File: config.mk
export PLATFORM = sky130hd
export DESIGN_NAME = hpm_round
export DESIGN_NICKNAME = d
export VERILOG_FILES = /design/src/design/hpm_pkg.sv /design/src/design/hpm_round.sv
export SDC_FILE = /design/constraint.sdc
export NUM_CORES = 1
export LEC_CHECK = 0
export BUFFER_PORTS_ARGS = -buffer_cell sky130_fd_sc_hd__buf_2
export CAP_MARGIN = 15
export CORE_AREA = 4 4 145 147
export CTS_BUF_LIST = sky130_fd_sc_hd__clkbuf_16
export DETAILED_ROUTE_END_ITERATION = 8
export DIE_AREA = 0 0 149 151
export GPL_TIMING_DRIVEN = 1
export SYNTH_ARGS = -nofsm -noshare
export SYNTH_HDL_FRONTEND = slang
export SYNTH_SLANG_ARGS = --single-unit
File: constraint.sdc
create_clock -name clk -period 3.5 [get_ports clk]
set_input_delay 0 -clock clk [delete_from_list [all_inputs] [get_ports clk]]
set_output_delay 0 -clock clk [all_outputs]
set_load 0.1 [all_outputs]
File: src/design/hpm_pkg.sv
// Shared types, widths and constants for the homography point mapper.
// No dependencies; every other design file imports this package.
package hpm_pkg;

    localparam int PIXEL_WIDTH = 16;

    localparam int COEF_W    = 48;
    localparam int COEF_HALF = COEF_W / 2;
    localparam int COEF_FRAC = 32;
    localparam int IN_W      = 32;
    localparam int IN_FRAC   = 16;
    localparam int NUM_COEFS = 8;
    localparam int CFG_IDX_W = $clog2(NUM_COEFS);

    // Partial product of a 24-bit coefficient half and a 32-bit coordinate.
    localparam int PP_W  = IN_W + COEF_HALF + 1;
    // Exact Q.48 sums of the matrix rows.
    localparam int ACC_W = 82;
    // Rounded-division numerator 2|n| + |d| and divisor 2|d|.
    localparam int MAG_W = ACC_W + 2;
    // Quotient bits kept; anything wider saturates anyway.
    localparam int QBITS = PIXEL_WIDTH + 1;
    localparam int SH_W  = MAG_W + QBITS;

    localparam int ROW_STAGES  = 3;
    localparam int PREP_STAGES = 3;
    localparam int LATENCY     = ROW_STAGES + PREP_STAGES + QBITS + 1;

    // Register indexes.
    localparam logic [CFG_IDX_W-1:0] IDX_COEF_XX = CFG_IDX_W'(0);
    localparam logic [CFG_IDX_W-1:0] IDX_COEF_XY = CFG_IDX_W'(1);
    localparam logic [CFG_IDX_W-1:0] IDX_COEF_XT = CFG_IDX_W'(2);
    localparam logic [CFG_IDX_W-1:0] IDX_COEF_YX = CFG_IDX_W'(3);
    localparam logic [CFG_IDX_W-1:0] IDX_COEF_YY = CFG_IDX_W'(4);
    localparam logic [CFG_IDX_W-1:0] IDX_COEF_YT = CFG_IDX_W'(5);
    localparam logic [CFG_IDX_W-1:0] IDX_PERSP_X = CFG_IDX_W'(6);
    localparam logic [CFG_IDX_W-1:0] IDX_PERSP_Y = CFG_IDX_W'(7);

    localparam logic signed [COEF_W-1:0] COEF_ONE  = COEF_W'(1) << COEF_FRAC;
    localparam logic signed [COEF_W-1:0] COEF_ZERO = '0;
    localparam logic signed [ACC_W-1:0]  W_ONE     = ACC_W'(1) << (COEF_FRAC + IN_FRAC);

    // Status codes.
    localparam logic [1:0] ST_OK       = 2'd0;
    localparam logic [1:0] ST_DEN_ZERO = 2'd1;
    localparam logic [1:0] ST_SAT      = 2'd2;

    localparam logic signed [PIXEL_WIDTH-1:0] PIX_MAX = {1'b0, {(PIXEL_WIDTH-1){1'b1}}};
    localparam logic signed [PIXEL_WIDTH-1:0] PIX_MIN = {1'b1, {(PIXEL_WIDTH-1){1'b0}}};

    typedef struct packed {
        logic signed [IN_W-1:0] world_x;
        logic signed [IN_W-1:0] world_y;
    } point_t;

    typedef struct packed {
        logic signed [PIXEL_WIDTH-1:0] pixel_x;
        logic signed [PIXEL_WIDTH-1:0] pixel_y;
        logic [1:0]                    status;
    } pixel_t;

    // State of both divisions as it moves down the divider stages.
    typedef struct packed {
        logic [SH_W-1:0]  rem_u;
        logic [SH_W-1:0]  rem_v;
        logic [SH_W-1:0]  dsh;
        logic [QBITS-1:0] q_u;
        logic [QBITS-1:0] q_v;
        logic             big_u;
        logic             big_v;
        logic             neg_u;
        logic             neg_v;
        logic             zero;
    } div_t;

endpackage

File: src/design/hpm_round.sv
// Saturation, sign restore and status of the finished quotients; this is
// the output register of the block. Depends on hpm_pkg.
module hpm_round (
    input  logic           clk,
    input  logic           en,
    input  hpm_pkg::div_t  d_in,
    output hpm_pkg::pixel_t px_out
);
    import hpm_pkg::*;

    localparam logic [QBITS-1:0] HALF = QBITS'(1) << (PIXEL_WIDTH - 1);

    logic [PIXEL_WIDTH:0] res_u, res_v;
    pixel_t               px_reg, px_next;

    // Returns {saturated, value}.
    function automatic logic [PIXEL_WIDTH:0] clamp(input logic [QBITS-1:0] q,
                                                   input logic big, input logic neg);
        logic             sat;
        logic [QBITS-1:0] mag;
        logic [QBITS-1:0] val;
        sat = big || (neg ? (q > HALF) : (q >= HALF));
        mag = sat ? (neg ? HALF : HALF - QBITS'(1)) : q;
        val = neg ? QBITS'(-mag) : mag;
        return {sat, val[PIXEL_WIDTH-1:0]};
    endfunction

    always_comb
    begin
        res_u = clamp(d_in.q_u, d_in.big_u, d_in.neg_u);
        res_v = clamp(d_in.q_v, d_in.big_v, d_in.neg_v);
        if (d_in.zero)
        begin
            px_next.pixel_x = '0;
            px_next.pixel_y = '0;
            px_next.status  = ST_DEN_ZERO;
        end
        else
        begin
            px_next.pixel_x = $signed(res_u[PIXEL_WIDTH-1:0]);
            px_next.pixel_y = $signed(res_v[PIXEL_WIDTH-1:0]);
            px_next.status  = (res_u[PIXEL_WIDTH] || res_v[PIXEL_WIDTH]) ? ST_SAT : ST_OK;
        end
    end

    always_ff @(posedge clk)
    begin
        if (en)
        begin
            px_reg <= px_next;
        end
    end

    assign px_out = px_reg;

endmodule

==> out/results.ini <==
[detailed_routing]
drtPass1Iterations = 4
antenna_left = 0
wl_mm = 8.64
vias = 2385
wl_per_cell_um = 14.4
drc = 0
via_per_inst = 3.98
drt_iter0_markers = 163

[clocking]
postCtsSetupBuffers = 0
hold_buffers = 0
clkTransAtPathRegs_ns = 0.06
ctsResizeCount = 0
cts_tree = built
clockBufferDepth = 2
cts-root-buf = clkbuf_16
cts_made_buffers = 5
cts_max_level = 2
cts.sinks = 34

[power_and_ir_drop]
p_leak_nw = 1.08
vdd_ir_drop_max_v = 0.000193
p_per_area_nw_per_um2 = 445

[timing]
setup_viol = 0
hold_violations = 0
worstMarginPinSlew_ns = 0.824
min_period_over_period_pct = 74.8
timing.max_slew.rel_slack_pct = 45.0
rsz0062_at_grt = false
fin_crit_ns = 2.62
tns_ns = 0
max_freq_mhz = 382
slew_viol_final = 0

[yosys]
synth_top_cell_by_area = edfxtp_1
synthFlopType = edfxtp_1
syn_nets = 606
synth_top_area_share_pct = 44.0
seq_area_frac_synth_pct = 44.0
synthCells = 260
ys_types = 46
ys_ff_latch = 34
ys_warn_count = 0
syn_area_sq_um = 2320
synth-edff-count = 34
synthTopCellsByArea = edfxtp_1 (44%), a21oi_1 (5.2%), o21ai_0 (5.0%)
synth.avg_cell_area_sq_um = 8.92
async_flop_share_pct = 0

[final_layout]
antenna_cells = 0
drive_above_1_share_pct = 30.3
fin_nets = 676
area_growth_pct = 35.4
largest_reg_flops = 34
utilization_pct = 15.8

[setup_path]
path_max_fanout = 9
critPathLaunchType = input pin
crit_type = input pin to flip-flop
required_ns = 3.53
crit_arrival_ns = 2.65
cp-end-kind = flip-flop

[floorplan]
core_sq_um = 19900
io-pin-count = 378
die_w_um = 149
start_util_pct = 11.7
rows = 52
dieArea_sq_um = 22500
die_h_um = 151

[job]
drv_cap = 0

[outcome]
status = complete, no violations

[grt]
grt_pass1_vias = 2191
grt_pass1_wl_mm = 13.0
overflow = 0
grt_usage_pct = 7.50
grt_max_degree = 35
antenna_found_initial = 0

[place]
dpl.hpwl_mm = 6.32
routabilityCongestion = 0.833
port_buffers = 74

[worst_hold_path]
hp-class = input pin to flip-flop

==> final timing paths <==
| check | slack, ns | endpoint | depth (start not counted) | from |
|---|---|---|---|---|
| hold / removal | 0.11 | px_out[16]$_SDFFCE_PP0P_ | 2 | d_in[19] |
| setup / recovery | 0.88 | px_out[20]$_SDFFCE_PP0P_ | 11 | d_in[31] |
==> power breakdown <==
group	internal (W)	total (W)	switching [W]
sequential	0.000491	0.000502	0.0000109
clock	0.000257	0.000429	0.000172
combinational	0.0000832	0.000468	0.000384
==> cells by family after synthesis <==
kind of cell,count (synthesis),synth area share [%]
AO/OA/AOI/OAI,91,26.3
adder cells (fa/ha/maj),2,1.08
buffers and inverters,26,4.31
flip-flops,34,44.0
multiplexers,4,1.89
AND/OR/NAND/NOR,103,22.4
==> through the flow <==
stage                     worst slack (ns)  total power (W)  hold WS [ns]  std cells  instance area [sq um]
after floorplan                      0.722         0.000861        0.0989        260                   2320
after global placement               0.637         0.000978         0.392        593                   3010
after detailed placement             0.625         0.000976         0.391        593                   3010
after CTS                            0.901          0.00142         0.103        600                   3140
after global routing                 0.629          0.00146         0.131        600                   3140
final                                0.882          0.00140         0.111        600                   3140
==> worst max-delay path, cell delays in order <==
cell	delay (ns)
buf_2	0.14
nor4_1	0.29
buf_4	0.18
nand3_1	0.14
o21ai_2	0.25
mux2i_1	0.28
ha_1	0.37
o21ai_0	0.17
or2_2	0.32
or2_2	0.32
and3_1	0.18
==> synth_stat cells, types with 6 or more instances <==
library cell,number
or3_1,6
o21ai_0,23
nand2_1,14
nor3_1,18
a211oi_1,6
a21oi_1,24
edfxtp_1,34
nor2_1,29
inv_1,8
clkbuf_1,15
nand3_1,8
nor4_1,7
==> layout make-up <==
cell class	instances	area, sq um
fillers	2313	16800
clock inverters	2	10.0
flip-flops and latches	34	1020
repair buffers	80	415
well taps	270	338
multi-input cells	200	1200
inverters	9	33.8
clock buffers	5	125
==> layer usage <==
layer | wire length [um] | vias to the layer above | global-route usage, %
met5 | 0 | - | 0
li1 | - | 1158 | -
met4 | 130 | 0 | 2.33
met1 | 4260 | 1137 | 11.5
met3 | 450 | 4 | 1.20
met2 | 3800 | 86 | 10.7
==> layout by cell type (no fill, tap or decap), types with 7 or more instances in the layout <==
master and count:
a21oi_1 24, buf_2 74, edfxtp_1 34, inv_1 8, nand2_1 14, nand3_1 8, nor2_1 29, nor3_1 18
nor4_1 7, o21ai_0 23
No activity file was read; power rests on OpenSTA's default activity.
