--- src/design/hpm_pkg.sv ---
// Shared types, widths and constants for the homography point mapper.
// No dependencies; every other design file imports this package.
package hpm_pkg;

    localparam int PIXEL_WIDTH = 16;

    localparam int COEF_W    = 48;
    localparam int COEF_HALF = COEF_W / 2;
    localparam int COEF_FRAC = 32;
    localparam int IN_W      = 32;
    localparam int IN_FRAC   = 16;
    localparam int NUM_COEFS = 8;
    localparam int CFG_IDX_W = $clog2(NUM_COEFS);

    // Partial product of a 24-bit coefficient half and a 32-bit coordinate.
    localparam int PP_W  = IN_W + COEF_HALF + 1;
    // Exact Q.48 sums of the matrix rows.
    localparam int ACC_W = 82;
    // Rounded-division numerator 2|n| + |d| and divisor 2|d|.
    localparam int MAG_W = ACC_W + 2;
    // Quotient bits kept; anything wider saturates anyway.
    localparam int QBITS = PIXEL_WIDTH + 1;
    localparam int SH_W  = MAG_W + QBITS;

    localparam int ROW_STAGES  = 3;
    localparam int PREP_STAGES = 3;
    localparam int LATENCY     = ROW_STAGES + PREP_STAGES + QBITS + 1;

    // Register indexes.
    localparam logic [CFG_IDX_W-1:0] IDX_COEF_XX = CFG_IDX_W'(0);
    localparam logic [CFG_IDX_W-1:0] IDX_COEF_XY = CFG_IDX_W'(1);
    localparam logic [CFG_IDX_W-1:0] IDX_COEF_XT = CFG_IDX_W'(2);
    localparam logic [CFG_IDX_W-1:0] IDX_COEF_YX = CFG_IDX_W'(3);
    localparam logic [CFG_IDX_W-1:0] IDX_COEF_YY = CFG_IDX_W'(4);
    localparam logic [CFG_IDX_W-1:0] IDX_COEF_YT = CFG_IDX_W'(5);
    localparam logic [CFG_IDX_W-1:0] IDX_PERSP_X = CFG_IDX_W'(6);
    localparam logic [CFG_IDX_W-1:0] IDX_PERSP_Y = CFG_IDX_W'(7);

    localparam logic signed [COEF_W-1:0] COEF_ONE  = COEF_W'(1) << COEF_FRAC;
    localparam logic signed [COEF_W-1:0] COEF_ZERO = '0;
    localparam logic signed [ACC_W-1:0]  W_ONE     = ACC_W'(1) << (COEF_FRAC + IN_FRAC);

    // Status codes.
    localparam logic [1:0] ST_OK       = 2'd0;
    localparam logic [1:0] ST_DEN_ZERO = 2'd1;
    localparam logic [1:0] ST_SAT      = 2'd2;

    localparam logic signed [PIXEL_WIDTH-1:0] PIX_MAX = {1'b0, {(PIXEL_WIDTH-1){1'b1}}};
    localparam logic signed [PIXEL_WIDTH-1:0] PIX_MIN = {1'b1, {(PIXEL_WIDTH-1){1'b0}}};

    typedef struct packed {
        logic signed [IN_W-1:0] world_x;
        logic signed [IN_W-1:0] world_y;
    } point_t;

    typedef struct packed {
        logic signed [PIXEL_WIDTH-1:0] pixel_x;
        logic signed [PIXEL_WIDTH-1:0] pixel_y;
        logic [1:0]                    status;
    } pixel_t;

    // State of both divisions as it moves down the divider stages.
    typedef struct packed {
        logic [SH_W-1:0]  rem_u;
        logic [SH_W-1:0]  rem_v;
        logic [SH_W-1:0]  dsh;
        logic [QBITS-1:0] q_u;
        logic [QBITS-1:0] q_v;
        logic             big_u;
        logic             big_v;
        logic             neg_u;
        logic             neg_v;
        logic             zero;
    } div_t;

endpackage

--- src/design/hpm_div_step.sv ---
// One restoring-division step for both quotients, one quotient bit each.
// Depends on hpm_pkg.
module hpm_div_step (
    input  logic          clk,
    input  logic          en,
    input  hpm_pkg::div_t d_in,
    output hpm_pkg::div_t d_out
);
    import hpm_pkg::*;

    logic [SH_W-1:0] dn;
    div_t            div_reg, div_next;

    always_comb
    begin
        dn           = d_in.dsh >> 1;
        div_next     = d_in;
        div_next.dsh = dn;
        if (d_in.rem_u >= dn)
        begin
            div_next.rem_u = d_in.rem_u - dn;
            div_next.q_u   = {d_in.q_u[QBITS-2:0], 1'b1};
        end
        else
        begin
            div_next.q_u = {d_in.q_u[QBITS-2:0], 1'b0};
        end
        if (d_in.rem_v >= dn)
        begin
            div_next.rem_v = d_in.rem_v - dn;
            div_next.q_v   = {d_in.q_v[QBITS-2:0], 1'b1};
        end
        else
        begin
            div_next.q_v = {d_in.q_v[QBITS-2:0], 1'b0};
        end
    end

    always_ff @(posedge clk)
    begin
        if (en)
        begin
            div_reg <= div_next;
        end
    end

    assign d_out = div_reg;

endmodule

--- config.mk ---
export PLATFORM = sky130hd
export DESIGN_NAME = hpm_div_step
export DESIGN_NICKNAME = d
export VERILOG_FILES = /design/src/design/hpm_pkg.sv /design/src/design/hpm_div_step.sv
export SDC_FILE = /design/constraint.sdc
export NUM_CORES = 1
export LEC_CHECK = 0
export BUFFER_PORTS_ARGS = -buffer_cell sky130_fd_sc_hd__buf_2
export CORE_AREA = 2 2 270 272
export DETAILED_ROUTE_END_ITERATION = 12
export DIE_AREA = 0 0 272 274
export GPL_TIMING_DRIVEN = 0
export MAX_ROUTING_LAYER = met4
export SYNTH_ARGS = -nofsm -noshare
export SYNTH_HDL_FRONTEND = slang
export SYNTH_SLANG_ARGS = --single-unit
--- constraint.sdc ---
create_clock -name clk -period 4.1 [get_ports clk]
set_input_delay 0.205 -clock clk [delete_from_list [all_inputs] [get_ports clk]]
set_output_delay 0.205 -clock clk [all_outputs]
set_load 0.01 [all_outputs]
==> out/metrics.cfg <==
[finish]
area_delta_synth_final_pct=35.9
layout.nets=4403
finish.utilization_pct=48.6
largest_reg_flops=341
fin_area_mm2=0.0350
drive_above_1_share_pct=23.7
fin_cells=4875

[clock_tree]
cts_made_buffers=43
cts_tree=done
clk_pin_slew_ps=60
htree_levels=2
cts_root_buffer=clkbuf_16
cts.path.max_buffers=3
clock-sinks=341

[grt]
antenna_found_initial=32
track_usage_pct=29.9
grt_max_degree=120
overflow=0
grt_pass1_wl_mm=162
grt_pass1_vias=25236

[timing]
fmax_ghz=0.248
worst_pin_slew_ps=1010
min_period_ps=4020
rsz0062_at_grt=false
hold_violations=0
drv_slew=0
setup_viol=0
fin_setup_tns_ps=0
finalCritPeriodShare_pct=98.2
max_slew_margin_pct=32.6

[route]
drt_wl_total_mm=113
drc=0
postRouteAntennaNets=0
drtPass1Iterations=5
drt_iter0_drc=2184
num_vias=26052
via_per_inst=5.34
wire_per_inst_um=23.2

[run]
maxCapViolCount=0

[synth]
ys_ff_latch=341
synth_edf_count=341
syn_inst=2851
synthTopCellsByCount=409 x a21oi_1, 341 x edfxtp_1, 297 x nor2_1
syn_area_per_cell_um2=9.03
async_flop_share_pct=0
synth_warnings=0
synth_nets=3397
synth.most_common_cell=a21oi_1
synth-seq-area-share_pct=39.8
ys_types=78
yosysTopAreaCell=edfxtp_1
ys.flop_type=edfxtp_1
synth_area_mm2=0.0258
yosys-top-cells-area=edfxtp_1 40%, ha_1 9.7%, a21oi_1 7.9%
synth_top_area_share_pct=39.8

[setup_path]
crit_buf_inv=7
crit_fanout=10
required_ps=4410
crit_path_cell_trace=dlygate4sd3_1 > buf_2 > inv_1 > ha_1 > inv_1 > nor3_1 > nand4_1 > o221ai_1 > a21oi_1 > o31a_1 > o311ai_2 > buf_6 > buf_6 > buf_2 > a21oi_1
crit_family=buffers and inverters
critPathMaxStageDelay_ps=690
worstPathArrival_ps=4330
critPathSlowestCell=nor3_1
startpoint=d_in[109]
critPathCaptureType=register
cp.depth=15
crit_type=in -> reg
worstSetupEndpoint=d_out[305]$_DFFE_PP_
start_kind=input port

[die]
die_y_um=274
initial_core_util_pct=35.8
fp.coreArea_mm2=0.0720
io_pins=686
die_x_um=272
die_area_mm2=0.0745
rows=99

[placed_design]
dp_cells=4494
portBuffers=681
hpwlAfterDp_mm=90.6
gp_congestion=0.963
placed_area_mm2=0.0304

[pwr]
vdd_ir_drop_max_mv=0.312
powerDensity_mw_per_mm2=370
leakage_nw=15.1

[worst_hold_path]
hold_class=in -> reg

[run_status]
status=finished clean

## worst min-delay path, cell delays in order
cell	delay (ps)
buf_2	100
nor2_1	50
a21oi_1	120
## layout make-up
class / instances / area (µm²)
Antenna cell: 27 / 67.6
Buffer: 132 / 673
Clock buffer: 52 / 1130
Clock inverter: 25 / 312
Fill cell: 7012 / 37000
Inverter: 165 / 622
Multi-Input combinational cell: 2202 / 14400
Sequential cell: 341 / 10200
Tap cell: 959 / 1200
Timing Repair Buffer: 972 / 6350
## placed cells by master, fill, tap and decap left out, types with 14 or more instances in the layout
master           n
nand4_1         93
a211oi_1        14
dlygate4sd3_1  284
edfxtp_1       341
nand2b_1        21
o21a_1          30
clkbuf_16       44
xor2_1          84
nor2_1         292
nor3_1          41
buf_4           19
mux2_2          20
nand3_1         26
o21ai_0        160
o21bai_1        54
a21o_1         115
a31oi_1         22
nor4_1          14
a21oi_2         28
clkbuf_1        77
a21oi_1        405
diode_2         27
buf_2          718
inv_1          164
xnor2_1        103
ha_1           200
nand2_1        245
nor2b_1         18
## report_power, final
group          internal (mW)  switching [mW]
Sequential              4.42           0.123
Clock                   2.36            1.64
Combinational           1.67            2.71
## timing repair
| item | 4_1_cts | 5_1_grt |
|---|---|---|
| setup endpoints to repair | 197 | 183 |
| hold endpoints to repair | 284 | 0 |
| hold buffers | 284 | 0 |
| pin swaps | 2 | 2 |
| gates resized for setup | 21 | 35 |
| buffers inserted | 2 | 2 |
## routing by layer
metal  up-vias  GRT usage [%]  wire length (µm)
met2       990           47.0             52400
met5         -              -                 0
li1      12560              -                 -
met4         0           10.2              3620
met3       152           5.70              8120
met1     12350           38.6             49000
## cell families after synthesis
family,count (synthesis),share of synthesized area [%]
compound gates,965,23.2
simple gates,824,14.6
flops,341,39.8
buf+inv,308,5.11
fa+ha+maj,202,9.87
xor+xnor,187,6.36
mux,23,0.991
other cells,1,0.0146
## worst min-delay path by stage
stage | startpoint | to | slack, ps | depth (start not counted)
after floorplan | d_in[0] | d_out[0]$_DFFE_PP_ | 300 | 0
after global placement | d_in[25] | d_out[26]$_DFFE_PP_ | 380 | 1
after detailed placement | d_in[22] | d_out[23]$_DFFE_PP_ | 380 | 1
after CTS | d_in[162] | d_out[162]$_DFFE_PP_ | 1 | 3
after global routing | d_in[188] | d_out[188]$_DFFE_PP_ | 20 | 3
final | d_in[255] | d_out[255]$_DFFE_PP_ | 20 | 3
## stage by stage
step | worst slack [ps] | power, mW | hold WS (ps)
after floorplan | 821 | 7.01 | 304
after global placement | -2510 | 8.70 | 382
after detailed placement | -1380 | 8.67 | 383
after CTS | 0.619 | 12.9 | 1.39
after global routing | 3.20 | 13.5 | 19.7
final | 75.1 | 12.9 | 18.1
No activity file was read; power rests on OpenSTA's default activity.
